==> config.mk <==
export PLATFORM = sky130hd
export DESIGN_NAME = base32_stream_codec
export DESIGN_NICKNAME = d
export VERILOG_FILES = /design/src/design/b32_pkg.sv /design/src/design/base32_stream_codec.sv /design/src/design/b32_core.sv /design/src/design/b32_outbuf.sv
export SDC_FILE = /design/constraint.sdc
export NUM_CORES = 1
export LEC_CHECK = 0
export ABC_AREA = 1
export BUFFER_PORTS_ARGS = -buffer_cell sky130_fd_sc_hd__buf_4
export CAP_MARGIN = 10
export CORE_MARGIN = 3
export CORE_UTILIZATION = 43
export CTS_CLUSTER_DIAMETER = 60
export CTS_CLUSTER_SIZE = 28
export DETAILED_ROUTE_END_ITERATION = 10
export GPL_TIMING_DRIVEN = 0
export PLACE_DENSITY = 0.56
export SETUP_SLACK_MARGIN = 0.15
export SYNTH_ARGS = -nofsm -noshare
export SYNTH_HDL_FRONTEND = slang
export SYNTH_SLANG_ARGS = --single-unit
==> constraint.sdc <==
create_clock -name clk -period 4 [get_ports clk]
set_input_delay 0.4 -clock clk [delete_from_list [all_inputs] [get_ports clk]]
set_output_delay 0.4 -clock clk [all_outputs]
set_load 0.05 [all_outputs]
==> src/design/b32_pkg.sv <==
// shared types, constants and character mapping for the base32 codec
`timescale 1ns / 1ps

package b32_pkg;

  localparam logic MODE_ENCODE = 1'b0;
  localparam logic MODE_DECODE = 1'b1;

  localparam int unsigned ACC_W = 12;
  localparam int unsigned CNT_W = 4;
  localparam int unsigned MAX_RESULTS = 3;
  localparam int unsigned IDX_W = 2;

  localparam logic [4:0] LETTER_COUNT = 5'd26;
  localparam logic [7:0] CHAR_LOWER_A = 8'h61;
  localparam logic [7:0] CHAR_LOWER_Z = 8'h7a;
  localparam logic [7:0] CHAR_UPPER_A = 8'h41;
  localparam logic [7:0] CHAR_UPPER_Z = 8'h5a;
  localparam logic [7:0] CHAR_TWO     = 8'h32;
  localparam logic [7:0] CHAR_SEVEN   = 8'h37;

  typedef struct packed {
    logic [7:0] value;
    logic       data_valid;
    logic       bad_char;
    logic       is_last;
  } result_t;

  typedef struct packed {
    logic [IDX_W-1:0]                count;
    result_t [MAX_RESULTS-1:0]       item;
  } result_set_t;

  typedef struct packed {
    logic       ok;
    logic [4:0] bits;
  } char_bits_t;

  function automatic logic [7:0] enc_char(input logic [4:0] idx);
    logic [7:0] ch;
    if (idx < LETTER_COUNT) begin
      ch = CHAR_LOWER_A + 8'(idx);
    end else begin
      ch = CHAR_TWO + 8'(idx - LETTER_COUNT);
    end
    return ch;
  endfunction

  function automatic char_bits_t dec_char(input logic [7:0] ch);
    char_bits_t r;
    r = '0;
    if (ch inside {[CHAR_LOWER_A:CHAR_LOWER_Z]}) begin
      r.ok   = 1'b1;
      r.bits = 5'(ch - CHAR_LOWER_A);
    end else if (ch inside {[CHAR_UPPER_A:CHAR_UPPER_Z]}) begin
      r.ok   = 1'b1;
      r.bits = 5'(ch - CHAR_UPPER_A);
    end else if (ch inside {[CHAR_TWO:CHAR_SEVEN]}) begin
      r.ok   = 1'b1;
      r.bits = 5'(ch - CHAR_TWO) + LETTER_COUNT;
    end
    return r;
  endfunction

  function automatic logic [ACC_W-1:0] low_mask(input logic [CNT_W-1:0] n);
    return (ACC_W'(1) << n) - ACC_W'(1);
  endfunction

endpackage

==> src/design/base32_stream_codec.sv <==
// top level of the streaming base32 codec
`timescale 1ns / 1ps

// streaming base32 codec, lower-case alphabet, no padding. mode 0 encodes
// bytes to characters, mode 1 decodes characters (either case) to bytes.
// each request passes an input register, then combinational logic into a
// result register that sends one result per cycle while out_ready is high,
// so the result channel sets the rate: decoding takes one character per
// cycle; encoding gives one or two characters per byte, plus a flush
// character on a closing byte with bits left, and takes the next byte once
// they are sent. the first result is valid once the request reaches the
// result register. write mode only while idle; a write also clears any partial message.

module base32_stream_codec (
  input  logic       clk,
  input  logic       rst,
  input  logic       cfg_write,
  input  logic       cfg_data,
  input  logic       in_valid,
  output logic       in_ready,
  input  logic [7:0] in_value,
  input  logic       in_last,
  output logic       out_valid,
  input  logic       out_ready,
  output logic [7:0] out_value,
  output logic       data_valid,
  output logic       bad_char,
  output logic       out_last
);

  logic                 mode;
  logic                 in_full;
  logic [7:0]           value_q;
  logic                 last_q;
  logic                 in_full_next;
  logic                 step;
  logic                 can_load;
  logic                 accept;
  b32_pkg::result_set_t set;

  always_comb begin
    step         = in_full && can_load;
    in_ready     = !in_full || step;
    accept       = in_valid && in_ready;
    in_full_next = accept || (in_full && !step);
  end

  always_ff @(posedge clk) begin
    if (rst) begin
      mode    <= b32_pkg::MODE_ENCODE;
      in_full <= 1'b0;
    end else begin
      if (cfg_write) begin
        mode <= cfg_data;
      end
      in_full <= in_full_next;
    end
  end

  always_ff @(posedge clk) begin
    if (accept) begin
      value_q <= in_value;
      last_q  <= in_last;
    end
  end

  b32_core u_core (
    .clk   (clk),
    .rst   (rst),
    .mode  (mode),
    .clear (cfg_write),
    .step  (step),
    .value (value_q),
    .last  (last_q),
    .set   (set)
  );

  b32_outbuf u_outbuf (
    .clk        (clk),
    .rst        (rst),
    .load       (step),
    .set_in     (set),
    .can_load   (can_load),
    .out_valid  (out_valid),
    .out_ready  (out_ready),
    .out_value  (out_value),
    .data_valid (data_valid),
    .bad_char   (bad_char),
    .out_last   (out_last)
  );

  // encoded output never flags a bad character and always carries data
  a_enc_clean : assert property (@(posedge clk) disable iff (rst)
    out_valid && (mode == b32_pkg::MODE_ENCODE) |-> data_valid && !bad_char)
    else $error("encode result with marker or bad_char");

  // a pure marker closes its message with a zero value
  a_marker_last : assert property (@(posedge clk) disable iff (rst)
    out_valid && !data_valid |-> out_last && (out_value == 8'h00))
    else $error("marker result without out_last or with data");

  // a held request keeps its contents until the core takes it
  a_in_hold : assert property (@(posedge clk) disable iff (rst)
    in_full && !step |=> in_full && $stable(value_q) && $stable(last_q))
    else $error("input register lost a waiting request");

  // bad_char only ever appears on a closing result
  a_bad_on_last : assert property (@(posedge clk) disable iff (rst)
    out_valid && bad_char |-> out_last && !data_valid)
    else $error("bad_char on a non-closing result");

endmodule

==> src/design/b32_core.sv <==
// bit accumulator state and per-request encode/decode logic
`timescale 1ns / 1ps

module b32_core (
  input  logic                 clk,
  input  logic                 rst,
  input  logic                 mode,
  input  logic                 clear,
  input  logic                 step,
  input  logic [7:0]           value,
  input  logic                 last,
  output b32_pkg::result_set_t set
);

  logic [b32_pkg::ACC_W-1:0] bit_accumulator;
  logic [b32_pkg::CNT_W-1:0] bit_count;
  logic                      skip_to_end;

  logic [b32_pkg::ACC_W-1:0] bit_accumulator_next;
  logic [b32_pkg::CNT_W-1:0] bit_count_next;
  logic                      skip_to_end_next;

  // encode path
  logic [b32_pkg::ACC_W-1:0] enc_acc;
  logic [b32_pkg::CNT_W-1:0] enc_cnt;
  logic [b32_pkg::CNT_W-1:0] enc_sh0;
  logic [b32_pkg::CNT_W-1:0] enc_sh1;
  logic [b32_pkg::CNT_W-1:0] enc_rem;
  logic [b32_pkg::ACC_W-1:0] enc_keep;
  logic                      enc_two;
  logic                      enc_flush;
  logic [7:0]                enc_c0;
  logic [7:0]                enc_c1;
  logic [7:0]                enc_cf;

  // decode path
  b32_pkg::char_bits_t       dc;
  logic [b32_pkg::ACC_W-1:0] dec_acc;
  logic [b32_pkg::CNT_W-1:0] dec_cnt;
  logic [b32_pkg::CNT_W-1:0] dec_rem;
  logic                      dec_adv;
  logic                      dec_emit;
  logic                      dec_skip;
  logic [7:0]                dec_byte;

  always_comb begin
    enc_acc   = {bit_accumulator[3:0], value};
    enc_cnt   = bit_count + b32_pkg::CNT_W'(8);
    enc_sh0   = enc_cnt - b32_pkg::CNT_W'(5);
    enc_sh1   = enc_cnt - b32_pkg::CNT_W'(10);
    enc_two   = (enc_cnt >= b32_pkg::CNT_W'(10));
    enc_rem   = enc_two ? enc_sh1 : enc_sh0;
    enc_keep  = enc_acc & b32_pkg::low_mask(enc_rem);
    enc_flush = last && (enc_rem != '0);
    enc_c0    = b32_pkg::enc_char(5'(enc_acc >> enc_sh0));
    enc_c1    = b32_pkg::enc_char(5'(enc_acc >> enc_sh1));
    enc_cf    = b32_pkg::enc_char(5'(enc_keep << (b32_pkg::CNT_W'(5) - enc_rem)));
  end

  always_comb begin
    dc       = b32_pkg::dec_char(value);
    dec_acc  = {bit_accumulator[6:0], dc.bits};
    dec_cnt  = bit_count + b32_pkg::CNT_W'(5);
    dec_adv  = !skip_to_end && dc.ok;
    dec_skip = skip_to_end || !dc.ok;
    dec_emit = dec_adv && (dec_cnt >= b32_pkg::CNT_W'(8));
    dec_rem  = dec_emit ? (dec_cnt - b32_pkg::CNT_W'(8)) : dec_cnt;
    dec_byte = 8'(dec_acc >> (dec_cnt - b32_pkg::CNT_W'(8)));
  end

  // result set and next state
  always_comb begin
    set                  = '0;
    bit_accumulator_next = bit_accumulator;
    bit_count_next       = bit_count;
    skip_to_end_next     = skip_to_end;
    if (mode == b32_pkg::MODE_ENCODE) begin
      set.count = b32_pkg::IDX_W'(1) + b32_pkg::IDX_W'(enc_two) + b32_pkg::IDX_W'(enc_flush);
      set.item[0].value = enc_c0;
      set.item[1].value = enc_two ? enc_c1 : enc_cf;
      set.item[2].value = enc_cf;
      for (int k = 0; k < b32_pkg::MAX_RESULTS; k++) begin
        set.item[k].data_valid = 1'b1;
        set.item[k].is_last    = last && (set.count == b32_pkg::IDX_W'(k + 1));
      end
      bit_accumulator_next = enc_keep;
      bit_count_next       = enc_rem;
    end else begin
      if (dec_emit) begin
        set.count                 = b32_pkg::IDX_W'(1);
        set.item[0].value         = dec_byte;
        set.item[0].data_valid    = 1'b1;
        set.item[0].is_last       = last;
      end else if (last) begin
        set.count                 = b32_pkg::IDX_W'(1);
        set.item[0].bad_char      = dec_skip;
        set.item[0].is_last       = 1'b1;
      end
      if (dec_adv) begin
        bit_accumulator_next = dec_acc & b32_pkg::low_mask(dec_rem);
        bit_count_next       = dec_rem;
      end
      skip_to_end_next = dec_skip;
    end
    if (last) begin
      bit_accumulator_next = '0;
      bit_count_next       = '0;
      skip_to_end_next     = 1'b0;
    end
  end

  always_ff @(posedge clk) begin
    if (rst || clear) begin
      bit_accumulator <= '0;
      bit_count       <= '0;
      skip_to_end     <= 1'b0;
    end else if (step) begin
      bit_accumulator <= bit_accumulator_next;
      bit_count       <= bit_count_next;
      skip_to_end     <= skip_to_end_next;
    end
  end

endmodule

==> src/design/b32_outbuf.sv <==
// result register holding one request's result set, sent one per cycle while out_ready is high
`timescale 1ns / 1ps

module b32_outbuf (
  input  logic                 clk,
  input  logic                 rst,
  input  logic                 load,
  input  b32_pkg::result_set_t set_in,
  output logic                 can_load,
  output logic                 out_valid,
  input  logic                 out_ready,
  output logic [7:0]           out_value,
  output logic                 data_valid,
  output logic                 bad_char,
  output logic                 out_last
);

  b32_pkg::result_set_t          set_q;
  logic [b32_pkg::IDX_W-1:0]     idx;
  logic                          busy;
  logic                          take;
  logic                          at_end;
  b32_pkg::result_t              cur;

  always_comb begin
    cur        = set_q.item[idx];
    take       = busy && out_ready;
    at_end     = (idx == set_q.count - b32_pkg::IDX_W'(1));
    can_load   = !busy || (take && at_end);
    out_valid  = busy;
    out_value  = cur.value;
    data_valid = cur.data_valid;
    bad_char   = cur.bad_char;
    out_last   = cur.is_last;
  end

  always_ff @(posedge clk) begin
    if (load) begin
      set_q <= set_in;
    end
  end

  always_ff @(posedge clk) begin
    if (rst) begin
      busy <= 1'b0;
      idx  <= '0;
    end else if (load) begin
      busy <= (set_in.count != '0);
      idx  <= '0;
    end else if (take && at_end) begin
      busy <= 1'b0;
      idx  <= '0;
    end else if (take) begin
      idx  <= idx + b32_pkg::IDX_W'(1);
    end
  end

endmodule

==> results.sh <==
export IMPL_synth_ff_type="edfxtp_1"
export IMPL_htree_levels=3
export IMPL_wl_um=15700
export IMPL_placed_cell_area_um2=5630
export IMPL_min_from="in_value[7]"
export IMPL_dieWidth_um=116
export IMPL_grt_usage_pct=24.3
export IMPL_antenna_found_initial=0
export IMPL_end_kind="register"
export IMPL_cts_made_buffers=9
export IMPL_cts_buffer_depth=2
export IMPL_worst_pin_slew_ns=0.776
export IMPL_crit_arrival_ns=3.76
export IMPL_io_pins=28
export IMPL_worstHoldEndpoint="value_q[7]$_DFFE_PP_"
export IMPL_p_leak_nw=2.86
export IMPL_ys_seq_area_share_pct=29.9
export IMPL_avgSynthCellArea_um2=6.76
export IMPL_ys_types=53
export IMPL_synth_commonest_cells="212 x nand2_1, 90 x inv_1, 65 x o21ai_0"
export IMPL_grt_pass1_wl_um=25400
export IMPL_portBuffers=27
export IMPL_hold_class="in -> reg"
export IMPL_grt_overflow=0
export IMPL_synth_top_cell_area_share_pct=23.5
export IMPL_grt_pass1_vias=5048
export IMPL_worst_ep_required_time_ns=4.08
export IMPL_start_util_pct=45.0
export IMPL_status="complete, no violations"
export IMPL_cp_max_fo=7
export IMPL_finalSetupViolCount=0
export IMPL_hold_viol=0
export IMPL_syn_area_um2=5250
export IMPL_drv_slew=0
export IMPL_vias=5233
export IMPL_whs_ns=0.234
export IMPL_firstDrtPassIters=5
export IMPL_async_flop_share_pct=0
export IMPL_drive_gt1_share_pct=12.8
export IMPL_synth_edf_count=41
export IMPL_antenna_left=0
export IMPL_clockRootBuffer="clkbuf_16"
export IMPL_dpl_hpwl_um=12500
export IMPL_chipHeight_um=116
export IMPL_period_needed_ns=3.69
export IMPL_path_clk_slew_ns=0.05
export IMPL_grt_max_degree=36
export IMPL_startpoint_type="register"
export IMPL_dpl_cell_count=946
export IMPL_routed_via_density=5.41
export IMPL_drt_iter0_markers=406
export IMPL_synth_fp_nets=827
export IMPL_wl_per_cell_um=16.3
export IMPL_n_antenna_cell=0
export IMPL_synth_area_top_cells="edfxtp_1 23%, nand2_1 15%, ha_1 8.6%"
export IMPL_clk_latency_ns=0.34
export IMPL_gp_congestion=0.962
export IMPL_dieArea_um2=13600
export IMPL_ir_drop_mv=0.236
export IMPL_rsz0062_at_grt="yes"
export IMPL_fmax_mhz=271
export IMPL_fp_coreArea_um2=11700
export IMPL_syn_inst=776
export IMPL_crit_type="reg -> reg"
export IMPL_min_path_cells=1
export IMPL_yosysWarnings=0
export IMPL_finalCritPeriodShare_pct=92.2
export IMPL_max_cap_violations=0
export IMPL_drc=0
export IMPL_r2r_cells=21
export IMPL_clock_sinks=58
export IMPL_rrSetupSlack_ns=0.31
export IMPL_power_density_nw_per_um2=383
export IMPL_regToRegEndpoint="u_outbuf.set_q[18]$_SDFFCE_PP0P_"
export IMPL_slew_headroom_pct=47.9
export IMPL_post_synth_top_count_cell="nand2_1"
export IMPL_cts_tree="built"
export IMPL_stdcell_area_um2=6060
export IMPL_rows=39
export IMPL_fin_nets=871
export IMPL_final_cells=968
export IMPL_ys_seq_elements=58
export IMPL_r2r_start="u_core.bit_count[2]$_SDFFE_PP0P_"
export IMPL_clock_skew_ns=0.0148
export IMPL_yosysTopAreaCell="edfxtp_1"
export IMPL_syn_to_final_growth_pct=15.5
[how the worst max path moves through the flow]
stage / start / endpoint / slack (ns) / cells past startpoint
finish: u_core.bit_count[2]$_SDFFE_PP0P_ / u_outbuf.set_q[18]$_SDFFCE_PP0P_ / 0.31 / 21
global route: u_core.bit_count[0]$_SDFFE_PP0P_ / u_outbuf.set_q[19]$_SDFFCE_PP0P_ / 0.11 / 27
CTS: u_core.bit_count[0]$_SDFFE_PP0P_ / u_outbuf.set_q[19]$_SDFFCE_PP0P_ / 0.16 / 27
detailed placement: u_core.bit_count[0]$_SDFFE_PP0P_ / u_outbuf.set_q[19]$_SDFFCE_PP0P_ / -0.67 / 24
global placement: u_core.bit_count[0]$_SDFFE_PP0P_ / u_outbuf.set_q[17]$_SDFFCE_PP0P_ / -0.70 / 22
floorplan: u_core.bit_count[0]$_SDFFE_PP0P_ / u_outbuf.set_q[17]$_SDFFCE_PP0P_ / 0.43 / 22
[state kept, by name, indices dropped and copies added (netlist names)]
name,count
u_outbuf.set_q,32
value_q,8
u_core.bit_accumulator,7
u_core.bit_count,4
u_outbuf.idx,2
in_full,1
last_q,1
mode,1
u_core.skip_to_end,1
u_outbuf.out_valid,1
[power breakdown]
| group | total (mW) | internal, mW | switching (mW) | leakage, nW |
|---|---|---|---|---|
| Sequential | 0.735 | 0.708 | 0.0266 | 0.516 |
| Clock | 0.787 | 0.528 | 0.258 | 0.153 |
| Combinational | 0.798 | 0.265 | 0.533 | 2.19 |
[stage by stage]
step                utilization (%)  power [mW]  setup TNS, ns  worst slack (ns)
floorplan                         -        1.31              0             0.425
global placement               48.3        1.50          -7.88            -0.703
detailed placement             48.3        1.51          -7.44            -0.672
CTS                            51.3        2.31              0             0.159
global route                   52.0        2.46              0             0.109
finish                         52.0        2.32              0             0.312
[cells in the final DEF, fill, tap and decap left out, drive strengths merged]
master / synthesis / final
a211oi: 2 / 2
a21oi: 45 / 45
a221oi: 1 / 1
a22o: 3 / 3
a22oi: 1 / 1
a31oi: 4 / 4
a32oi: 2 / 2
a41oi: 2 / 2
and2: 1 / 1
and3: 1 / 1
buf: 9 / 42
clkbuf: 15 / 31
clkinv: 2 / 2
dfxtp: 17 / 17
edfxtp: 41 / 41
ha: 36 / 36
inv: 100 / 100
nand2: 226 / 226
nand3: 64 / 64
nand3b: 1 / 1
nand4: 5 / 5
nor2: 71 / 71
nor3: 7 / 7
nor4: 1 / 1
o2111ai: 2 / 2
o211ai: 9 / 9
o21a: 4 / 4
o21ai: 80 / 80
o21bai: 1 / 1
o221ai: 1 / 1
o22ai: 6 / 6
o31ai: 2 / 2
o41ai: 2 / 2
or2: 1 / 1
xnor2: 4 / 4
xor2: 7 / 7
[metal layers]
layer  up-vias  track usage, %  routed length (µm)
met5         -               0                   0
met4         0            12.1                 634
met3        38            4.40                 606
met2       143            40.5                7450
met1      2373            30.2                7050
li1       2679               -                   -
[cell type report]
cell class | instances | area, µm²
fillers | 1177 | 5600
multi-input cells | 592 | 3210
flip-flops and latches | 58 | 1580
inverters | 102 | 385
clock buffers | 16 | 314
repair buffers | 33 | 268
well taps | 143 | 179
plain buffers | 24 | 130
[worst max-delay path: stages (launching register included)]
cell	delay, ns
dfxtp_1	0.56
inv_1	0.24
ha_1	0.43
nand3_1	0.14
nand2_2	0.17
inv_2	0.06
nor2_2	0.15
nand2_2	0.12
ha_1	0.33
nor2_4	0.04
o21ai_1	0.19
nand2_1	0.07
nand3_1	0.10
nand2_2	0.09
nand2_2	0.09
inv_1	0.06
ha_1	0.27
inv_1	0.04
nand2_1	0.07
nand2_1	0.05
nand3_1	0.06
nand2_1	0.06
[kinds of logic (layout without fill, tap and decap cells)]
logic type	count (synthesis)	after routing	share of synthesized area [%]
adder cells (fa/ha/maj)	36	36	8.58
buffers and inverters	126	175	9.54
AO/OA/AOI/OAI	167	167	18.4
AND/OR/NAND/NOR	378	378	31.5
XOR/XNOR	11	11	1.98
flip-flops	58	58	29.9
[repair_timing]
action	in CTS	in global routing
setup endpoints to repair	19	14
hold buffers	0	0
endpoints found under the hold margin	0	0
pin swaps	0	3
resized for setup	12	11
buffers inserted	1	4
Note: power is estimated with default switching activity, not from simulation.
